File: config.mk
export PLATFORM = sky130hd
export DESIGN_NAME = ntsc_pixel_composite_encoder_top
export DESIGN_NICKNAME = d
export VERILOG_FILES = /design/src/rtl/npce_pkg.sv /design/src/rtl/ntsc_pixel_composite_encoder_top.sv
export SDC_FILE = /design/constraint.sdc
export NUM_CORES = 1
export LEC_CHECK = 0
export BUFFER_PORTS_ARGS = -buffer_cell sky130_fd_sc_hd__buf_2
export CORE_MARGIN = 5
export CORE_UTILIZATION = 55
export CTS_BUF_LIST = sky130_fd_sc_hd__clkbuf_4 sky130_fd_sc_hd__clkbuf_8 sky130_fd_sc_hd__clkbuf_16
export DETAILED_ROUTE_END_ITERATION = 7
export PLACE_DENSITY_LB_ADDON = 0.3
export SYNTH_ARGS = -nofsm -noshare
export SYNTH_HDL_FRONTEND = slang
export SYNTH_SLANG_ARGS = --single-unit
File: constraint.sdc
create_clock -name i_clk -period 11.9 [get_ports i_clk]
set_input_delay 1.785 -clock i_clk [delete_from_list [all_inputs] [get_ports i_clk]]
set_output_delay 1.785 -clock i_clk [all_outputs]
set_load 0.005 [all_outputs]
File: src/rtl/npce_pkg.sv
// ---------------------------------------------------------------------------
// npce_pkg
// widths, level tables and the per-sample waveform function of the encoder
// ---------------------------------------------------------------------------
package npce_pkg;

    localparam int CODE_W   = 9;
    localparam int PHASE_W  = 4;
    localparam int OFFSET_W = 10;
    localparam int LEVEL_W  = 8;
    localparam int SUM_W    = 12;
    localparam int S_DATA_W = 16;
    localparam int M_DATA_W = 8;

    localparam logic [PHASE_W-1:0] PHASE_MOD  = 4'd12;
    localparam logic [PHASE_W-1:0] PHASE_STEP = 4'd3;

    localparam logic [3:0] HUE_ALWAYS_LOW = 4'd13;
    localparam logic [3:0] HUE_BLANK_MIN  = 4'd14;

    typedef logic signed [LEVEL_W-1:0] t_level;
    typedef logic [CODE_W-1:0]         t_code;
    typedef logic [PHASE_W-1:0]        t_phase;

    // [attenuated][luma row]
    localparam t_level LVL_HIGH [0:1][0:3] = '{
        '{8'sd43, 8'sd74, 8'sd110, 8'sd110},
        '{8'sd26, 8'sd51, 8'sd82,  8'sd82 }
    };
    localparam t_level LVL_LOW [0:1][0:3] = '{
        '{-8'sd12, 8'sd0,  8'sd34, 8'sd80},
        '{-8'sd17, -8'sd8, 8'sd19, 8'sd56}
    };

    // emphasis bits 8:6 that dim each half-phase slot
    localparam logic [2:0] EMPH_MASK [0:5] = '{
        3'b011, 3'b001, 3'b101, 3'b100, 3'b110, 3'b010
    };

    // one square-wave sample of a pixel code at phase q (q below 19)
    function automatic t_level sample_at(input t_code code, input logic [4:0] q);
        logic [3:0] hue;
        logic [1:0] row;
        logic [5:0] hq;
        logic [5:0] hm;
        logic [3:0] slot;
        logic       att;
        logic       hi;
        t_level     lv;
        hue = code[3:0];
        row = code[5:4];
        hq  = {2'b00, hue} + {1'b0, q};
        if (hq >= 6'd24) begin
            hm = hq - 6'd24;
        end else if (hq >= 6'd12) begin
            hm = hq - 6'd12;
        end else begin
            hm = hq;
        end
        hi   = (hm < 6'd6);
        slot = q[4:1];
        if (slot >= 4'd6) begin
            slot = slot - 4'd6;
        end
        att = |(code[8:6] & EMPH_MASK[slot[2:0]]);
        priority if (hue == 4'd0) begin
            lv = LVL_HIGH[att][row];
        end else if (hue == HUE_ALWAYS_LOW) begin
            lv = LVL_LOW[att][row];
        end else if (hue >= HUE_BLANK_MIN) begin
            lv = '0;
        end else if (hi) begin
            lv = LVL_HIGH[att][row];
        end else begin
            lv = LVL_LOW[att][row];
        end
        return lv;
    endfunction

endpackage

File: src/rtl/ntsc_pixel_composite_encoder_top.sv
// ---------------------------------------------------------------------------
// ntsc_pixel_composite_encoder_top
// composite video level encoder for 9-bit pixel codes, unless stalled one pixel per clock
// ---------------------------------------------------------------------------
//  channel   | direction | handshake                 | content
//  ----------+-----------+---------------------------+----------------------------
//  s_axis    | in        | i_s_axis_tvalid/o_..ready | pixel code, phase, line start
//  m_axis    | out       | o_m_axis_tvalid/i_..ready | 8-bit signed composite level
//  cfg       | in        | i_cfg_valid/o_cfg_ready   | black offset, 10-bit signed
//
//  two register stages: a pixel request lands in the input stage, then its
//  four samples are summed into the output register when it is free or drains
//  one pixel per clock unless m_axis stalls; the phase update is a single add-and-wrap
//  i_rst_n is synchronous, active low; clears valids, phase and black offset
//  a stalled output holds its level; the input stage keeps filling until
//  both stages are full, then s_axis ready drops
// ---------------------------------------------------------------------------
module ntsc_pixel_composite_encoder_top (
    input  logic                            i_clk,
    input  logic                            i_rst_n,
    // pixel requests
    input  logic                            i_s_axis_tvalid,
    output logic                            o_s_axis_tready,
    // [8:0] pixel_code, [12:9] start_phase, [15:13] zero
    input  logic [npce_pkg::S_DATA_W-1:0]   i_s_axis_tdata,
    // [0] start_of_line
    input  logic                            i_s_axis_tuser,
    // composite levels
    output logic                            o_m_axis_tvalid,
    input  logic                            i_m_axis_tready,
    // [7:0] composite_level
    output logic [npce_pkg::M_DATA_W-1:0]   o_m_axis_tdata,
    // black offset writes
    input  logic                            i_cfg_valid,
    output logic                            o_cfg_ready,
    input  logic [npce_pkg::OFFSET_W-1:0]   i_cfg_data
);
    import npce_pkg::*;

    // configuration
    logic signed [OFFSET_W-1:0] r_black_offset;

    // running colour phase, always below twelve after the first pixel
    t_phase r_phase;
    t_phase ph_in;
    t_phase n_phase;
    logic [PHASE_W:0] ph_plus;

    // input stage
    logic   r_s1_valid;
    t_code  r_s1_code;
    t_phase r_s1_phase;

    // output stage
    logic   r_out_valid;
    t_level r_out_level;

    logic in_acc;
    logic s1_adv;

    logic signed [SUM_W-1:0] sum;
    t_level                  smp [0:3];

    assign o_cfg_ready = 1'b1;

    // input stage may move on whenever the output register is free or drains
    assign s1_adv          = !r_out_valid || i_m_axis_tready;
    assign o_s_axis_tready = !r_s1_valid || s1_adv;
    assign in_acc          = i_s_axis_tvalid && o_s_axis_tready;

    // a line start loads its phase before the pixel is encoded
    assign ph_in   = i_s_axis_tuser ? i_s_axis_tdata[CODE_W +: PHASE_W] : r_phase;
    assign ph_plus = {1'b0, ph_in} + {1'b0, PHASE_STEP};
    assign n_phase = (ph_plus >= {1'b0, PHASE_MOD}) ?
                     PHASE_W'(ph_plus - {1'b0, PHASE_MOD}) : ph_plus[PHASE_W-1:0];

    // four samples at ph .. ph+3, summed with the black offset
    always_comb begin
        for (int k = 0; k < 4; k++) begin
            smp[k] = sample_at(r_s1_code, 5'({1'b0, r_s1_phase}) + 5'(k));
        end
        sum = SUM_W'(r_black_offset)
            + SUM_W'(smp[0]) + SUM_W'(smp[1])
            + SUM_W'(smp[2]) + SUM_W'(smp[3]);
    end

    always_ff @(posedge i_clk) begin
        if (!i_rst_n) begin
            r_black_offset <= '0;
            r_phase        <= '0;
            r_s1_valid     <= 1'b0;
            r_out_valid    <= 1'b0;
        end else begin
            if (i_cfg_valid) begin
                r_black_offset <= i_cfg_data;
            end
            if (in_acc) begin
                r_phase <= n_phase;
            end
            if (o_s_axis_tready) begin
                r_s1_valid <= in_acc;
            end
            if (s1_adv) begin
                r_out_valid <= r_s1_valid;
            end
        end
    end

    // payload registers
    always_ff @(posedge i_clk) begin
        if (in_acc) begin
            r_s1_code  <= i_s_axis_tdata[CODE_W-1:0];
            r_s1_phase <= ph_in;
        end
        if (s1_adv && r_s1_valid) begin
            // floor divide by four, low byte kept (wraps)
            r_out_level <= sum[LEVEL_W+1:2];
        end
    end

    assign o_m_axis_tvalid = r_out_valid;
    assign o_m_axis_tdata  = r_out_level;

endmodule

---- After elaboration in Yosys (flattened, before gate mapping) ----
Memory sizes are Yosys's and may differ from the RTL's.
Cells that the tools add are included.
cells by class
  $add $sub $neg .......................... 25
  order comparisons ....................... 27
  equality and inequality tests ........... 1
  multiplexer cells ....................... 86
  bitwise logic cells ..................... 13
  reductions and logical operators ........ 11
operators by type and width
  operator               count
  $mux W32               16
  $mux W8                32
  $bmux W8 S2            8
  $mux W30               4
  $mux W29               4
  $mux W6                8
  $add A10 B8 Y10        4
  $mux W3                12
  $lt A6 B3 Y1 const B   4
  $ge A4 B4 Y1 const B   5
  $add A4 B5 Y6          3
  $ge A6 B4 Y1 const B   3
  $ge A6 B5 Y1 const B   3
  $sub A6 B4 Y6 const B  3
  $sub A6 B5 Y6 const B  3
  $not A3 Y4             4
  $add A4 B2 Y5 const B  3
  $and A3 B3 Y3          4
  $ge A4 B3 Y1 const B   3
  $reduce_or A3 Y1       4
  $sub A3 B3 Y3 const B  4
  $ge A5 B4 Y1 const B   2
  $ge A2 B2 Y1 const B   4
  $mux W4                2
  14 further kinds       21
storage, ports and cells
  register bits ........................... 37
  bits in read-only memories .............. 96
  bits of input ports ..................... 32
  output and inout bits ................... 11
  logic and storage cells ................. 174
  memories ................................ 4
memories
  memory           depth  width  rd ports  clocked after memory_dff  write ports  RTL line        RTL
  (no name shown)  8      3      1         0                         0            npce_pkg.sv:65  att = |(code[8:6] & EMPH_MASK[slot[2:0]]);
  (no name shown)  8      3      1         0                         0            npce_pkg.sv:65
  (no name shown)  8      3      1         0                         0            npce_pkg.sv:65
  (no name shown)  8      3      1         0                         0            npce_pkg.sv:65

---- Depth between registers and ports, before layout ----
  depth after elaboration ................. 23
  gate-level depth with buffers ........... 36
  gate-level depth less buffers ........... 36

---- Worst setup path before layout ----
Ideal clock, no wire load.
  kind .................................... register to register
  from .................................... register r_s1_phase[1]
  to ...................................... register r_out_level[7], in the netlist o_m_axis_tdata[7] (data pin)
  data arrival time ....................... 6.897 ns
  data required time ...................... 11.640 ns
  setup slack ............................. 4.743 ns
  cell stages (with the launch flop) ...... 36
  path buffers ............................ 0
  clock period less this slack ............ 7.157 ns
  path through ............................ edfxtp_1 inv_1 ha_1 xor2_1 inv_1 ha_1 nor2b_1 o21a_1 nor3_1 or2_1 inv_1 ha_1 nand2_1 nor4_1 o311ai_1 o31ai_1 a32oi_2 a31oi_1 fa_1 inv_1 fa_1 inv_1 fa_1 nand2_1 a21oi_1 o31ai_1 fa_1 nor2b_1 o21ai_0 a21boi_0 o21ai_0 a21oi_1 xnor2_1 xnor2_1 xnor2_1 xnor2_1
on the way
  longest elaborated chain between the ends .. 23
RTL lines
  item                                                                   RTL line                                                RTL
  start: declaration                                                     ntsc_pixel_composite_encoder_top.sv:52                  t_phase r_s1_phase;
  start signal: assignment                                               ntsc_pixel_composite_encoder_top.sv:113                 r_s1_phase <= ph_in;
  $sub A3 B3 Y3 (tied with other cells)                                  npce_pkg.sv:63                                          slot = slot - 4'd6;
  $mux W3 (tied with other cells)                                        npce_pkg.sv:62                                          if (slot >= 4'd6) begin
  $not A3 Y4 (implied by the code) / $mux W3 (equally long branches)     npce_pkg.sv:65, npce_pkg.sv:62
  $mem_v2 Z8 W3 / $not A3 Y4 (equally long branches)                     --
  $mux W3 (implied by the code) / $mem_v2 Z8 W3 (equally long branches)  --
  $mux W3 (implied by the code)                                          npce_pkg.sv:65
  $and A3 B3 Y3 / $mux W3 (equally long branches)                        npce_pkg.sv:65
  $reduce_or A3 Y1 / $and A3 B3 Y3 (equally long branches)               npce_pkg.sv:65
  [... 8 more ...]                                                       --
  $mux W8, on equally long branches                                      npce_pkg.sv:70, npce_pkg.sv:72
  $mux W8, on equally long branches                                      npce_pkg.sv:68, npce_pkg.sv:70
  $mux W8, on equally long branches                                      npce_pkg.sv:66, npce_pkg.sv:68
  $add A10 B8 Y10 / $mux W8 (equally long branches)                      ntsc_pixel_composite_encoder_top.sv:83, npce_pkg.sv:66
  $add A10 B8 Y10                                                        ntsc_pixel_composite_encoder_top.sv:83                  + SUM_W'(smp[0]) + SUM_W'(smp[1])
  $add A10 B8 Y10                                                        ntsc_pixel_composite_encoder_top.sv:84                  + SUM_W'(smp[2]) + SUM_W'(smp[3]);
  $add A10 B8 Y10 *                                                      ntsc_pixel_composite_encoder_top.sv:84
  net sum[9]                                                             ntsc_pixel_composite_encoder_top.sv:61                  logic signed [SUM_W-1:0] sum;
  end signal: assignment                                                 ntsc_pixel_composite_encoder_top.sv:117                 r_out_level <= sum[LEVEL_W+1:2];
  end: declaration                                                       ntsc_pixel_composite_encoder_top.sv:56                  t_level r_out_level;
The timed path passes the listed nets; every way through them passes the cells marked *. The select of a mux whose other input is x is not followed.
A chain may end at the register's enable or synchronous reset.

---- Worst setup path after layout ----
Same ends and word-level chain as after synthesis.

==> summary.md <==
| Metric | Value |
|---|---|
| Count of cells resized by post-cts repair | `0` |
| Cell accounting for the most synthesized area | `sky130_fd_sc_hd__ha_1` |
| Fraction of final layout cells sized beyond drive strength 1 | `11.29%` |
| Leakage | `2.482 nW` |
| Setup tns final | `0 ns` |
| Clk_lat worst skew | `0.30 ns` |
| Standard cell area after detailed placement | `0.005339 mm2` |
| Critical path class | `flip-flop to flip-flop` |
| Synthesis Warnings | `0` |
| Core area | `0.009109 mm2` |
| Worst path most repeated cell | `sky130_fd_sc_hd__inv_1` |
| Worst VDD drop | `0.2644 mV` |
| Ports placed on the boundary | `43` |
| Synth Instances | `579` |
| Slew of the pin with the lowest slew margin | `0.9503 ns` |
| Ratio of final minimum period to clock period | `69.61%` |
| Met1 layer usage reported by global route | `27.50%` |
| Clock sink total | `37` |
| Maximum cell stage delay along the critical path | `0.62 ns` |
| Vias in the first global route | `4070` |
| Switching Share | `46.87%` |
| Relative slew margins | `36.27%` |
| Estimated wirelength of the detail-placed design | `9.109 mm` |
| Vias after detailed routing | `4239` |
| Number of placement rows | `35` |
| Die outline area | `0.01123 mm2` |
| Buffers on Ports | `38` |
| Worst-path maximum fanout | `12` |
| Total count of max-transition violations in the final report | `0` |
| Status | `finished clean` |
| Count of nets after finishing | `735` |
| Hold bufs inserted after CTS | `0` |
| Die Y | `106.0 um` |
| Drt first pass iters | `5` |
| RSZ-0062 raised after global routing | `no` |
| Fin crit period | `8.284 ns` |
| Initial antenna violation count | `0` |
| Hold/Removal Path Class | `flip-flop to flip-flop` |
| DRC viols | `0` |
| Final Wtd Congestion | `0.9099` |
| Total nets after synthesis | `704` |
| Async set-reset flop share out of synthesis | `0%` |
| Deepest clock path buffer count | `2` |
| Min-delay src | `r_phase[1]$_SDFFE_PN0P_` |
| Final-report setup violation count | `0` |
| Cell area after technology mapping | `0.005065 mm2` |
| Most frequently used flop master after synthesis | `sky130_fd_sc_hd__edfxtp_1` |
| Worst path arrival time | `8.34 ns` |
| Most used routing layer | `met2` |
| Clock tree from TritonCTS | `yes` |
| Overall die width | `106.0 um` |
| Sequential element share of the synthesized area | `18.77%` |
| Overall global routing resource usage | `20.56%` |
| Main area contributors after synthesis | `sky130_fd_sc_hd__ha_1 (16%), sky130_fd_sc_hd__edfxtp_1 (12%), sky130_fd_sc_hd__fa_1 (12%)` |
| Switching power | `0.0007395 W` |
| Mean number of vias per cell | `5.871` |
| Int Power | `0.0008382 W` |
| Mapped Avg Cell Area | `8.748 um2` |
| Seq pwr share | `14.8%` |
| Total overflow reported by the global router | `0` |
| Post-synthesis cell type count | `81` |
| Count of antenna diodes in the layout | `0` |
| Clock transition time at the flip-flop clock pins of the worst setup and hold paths | `0.08 ns` |
| Post-layout instance area | `0.005433 mm2` |
| Critical path startpoint category | `flip-flop` |
| Post-synth EDFFs | `21` |
| Fraction of power consumed by combinational cells | `79.2%` |
| 1st-iter DRT viols | `437` |
| Total clock buffers created by CTS | `5` |
| Met3 Track Usage GR | `2.854%` |
| Count of final hold-check violations | `0` |
| Effective utilization at floorplan | `55.60%` |
| Clock share of power | `6.0%` |
| Overall routed net length | `11.13 mm` |
| Maximum clock frequency | `0.1207 GHz` |
| Final worst clock skew | `0.008631 ns` |
| Power per unit of standard cell area | `290.4 mW/mm2` |
| Post-synth top area share | `15.56%` |
| Routed WL per cell | `15.42 um` |
| Critical Path Slowest Stage Cell | `sky130_fd_sc_hd__edfxtp_1` |
| Met2 Track Usage GR | `36.02%` |
| Clk root buf | `sky130_fd_sc_hd__clkbuf_8` |
| Area growth from synthesis to layout | `7.263%` |
| Required time worst endpoint | `11.95 ns` |
| Critical Path End Type | `flip-flop` |
| Setup slack after placement | `3.660 ns` |
| Number of maximum-capacitance constraint violations | `0` |
| Setup slack after layout | `3.616 ns` |
| CTS H-Tree Depth | `2` |
| Origin of the worst setup path | `r_s1_phase[1]$_DFFE_PP_` |
| Wire length of the first global-routing pass | `19.06 mm` |
| Antenna violation net count after detailed routing | `0` |
| Startpoint of the most critical register-to-register path | `r_s1_phase[1]$_DFFE_PP_` |
| Setup repair bufs after CTS | `0` |
| Pin count of the biggest net entering global routing | `34` |
| Synth Register Bits | `37` |
-- metal layers --
layer | wire (um) | vias to the layer above | share of wire, %
met3 | 725 | 9 | 6.5
met2 | 5378 | 131 | 48
met1 | 4906 | 1991 | 44
met4 | 121 | 0 | 1.1
li1 | - | 2108 | -
met5 | 0 | - | 0
-- layout by cell type (no fill, tap or decap), drive strengths merged, types with 3 or more instances in the layout --
cell	count
a211oi	6
a21o	8
a21oi	31
a221o	3
a221oi	5
a22o	6
a31oi	9
a32oi	5
and2	8
and3	9
and3b	3
and4	3
buf	39
clkbuf	5
clkinv	3
dfxtp	16
edfxtp	21
fa	30
ha	63
inv	65
mux2i	18
nand2	46
nand2b	7
nand3	15
nor2	28
nor2b	22
nor3	15
nor4	3
o211a	3
o21a	4
o21ai	37
o22ai	3
o31ai	7
xnor2	23
xor2	6
-- flip-flops by register name, indices dropped and copies added (netlist names) --
| register | flops |
|---|---|
| r_s1_phase | 4 |
| r_black_offset | 10 |
| r_s1_valid | 1 |
| o_m_axis_tvalid | 1 |
| o_m_axis_tdata | 8 |
| r_s1_code | 9 |
| r_phase | 4 |
-- power groups by stage --
stage	Sequential [W]	Clock (W)	Combinational, W
CTS	0.000234	0.0000963	0.00126
global route	0.000237	0.000103	0.00143
detailed placement	0.000237	0	0.00125
finish	0.000234	0.0000943	0.00125
floorplan	0.000235	0	0.00101
global placement	0.000237	0	0.00121
-- critical path: cells and delay by family (launching register included) --
kind | cells | cell delay, ns
adders and majority gates | 7 | 2.85
and+or+nand+nor | 7 | 0.89
DFF | 1 | 0.62
AOI/OAI and AO/OA | 11 | 2.36
buffers and inverters | 5 | 0.46
xor gates and xnor gates | 5 | 0.87
-- cell usage after synthesis (all sizes together) (3+ instances only) --
library cell and count:
o22ai 3, nand2b 7, a21o 8, fa 30, nor4 3, a221oi 5, xnor2 23, a221o 3
and2 8, ha 63, dfxtp 16, mux2i 18, o21ai 37, a32oi 5, xor2 6, o21a 4
a21oi 31, a22o 6, nor2b 22, inv 64, and3b 3, and3 9, nor2 28, buf 4
o211a 3, a211oi 6, o31ai 7, a31oi 9, edfxtp 21, and4 3, nor3 15, nand3 15
nand2 46, clkbuf 11
-- cells by family (layout without fill, tap and decap cells) --
group	Yosys count	after routing	share of synthesized area, %
simple gates	170	170	17.81
mux	20	20	4.002
fa+ha+maj	93	93	27.42
other cells	1	1	0.07404
xor+xnor	29	29	5.311
flops	37	37	18.77
compound gates	148	148	20.46
buf+inv	81	113	6.151
-- stage by stage --
| stage | hold slack (ns) | power [W] | utilization [%] | std cells |
|---|---|---|---|---|
| final | 0.5055 | 0.001578 | 59.64 | 722 |
| after global placement | 0.4800 | 0.001443 | 58.61 | 714 |
| after CTS | 0.5093 | 0.001586 | 59.64 | 722 |
| after floorplan | 0.4715 | 0.001241 | - | 579 |
| after detailed placement | 0.4896 | 0.001484 | 58.61 | 714 |
| after global routing | 0.5346 | 0.001774 | 59.64 | 722 |
-- layout make-up --
cell class | instances | area, um2
tap | 111 | 138.9
multi-input combinational | 461 | 3802
sequential | 37 | 950.9
clock inverter | 3 | 25.02
inverter | 66 | 249.0
clock buffer | 5 | 68.82
timing repair buffer | 39 | 197.7
fill | 819 | 3676
-- worst paths after layout --
| kind | slack, ns | depth (start not counted) | to |
|---|---|---|---|
| max reg2reg | 3.62 | 35 | o_m_axis_tdata[7]$_DFFE_PP_ |
| min reg2reg | 0.51 | 1 | r_phase[1]$_SDFFE_PN0P_ |
| max | 3.62 | 35 | o_m_axis_tdata[7]$_DFFE_PP_ |
| min | 0.51 | 1 | r_phase[1]$_SDFFE_PN0P_ |
Power figures use the tool's default switching activity.
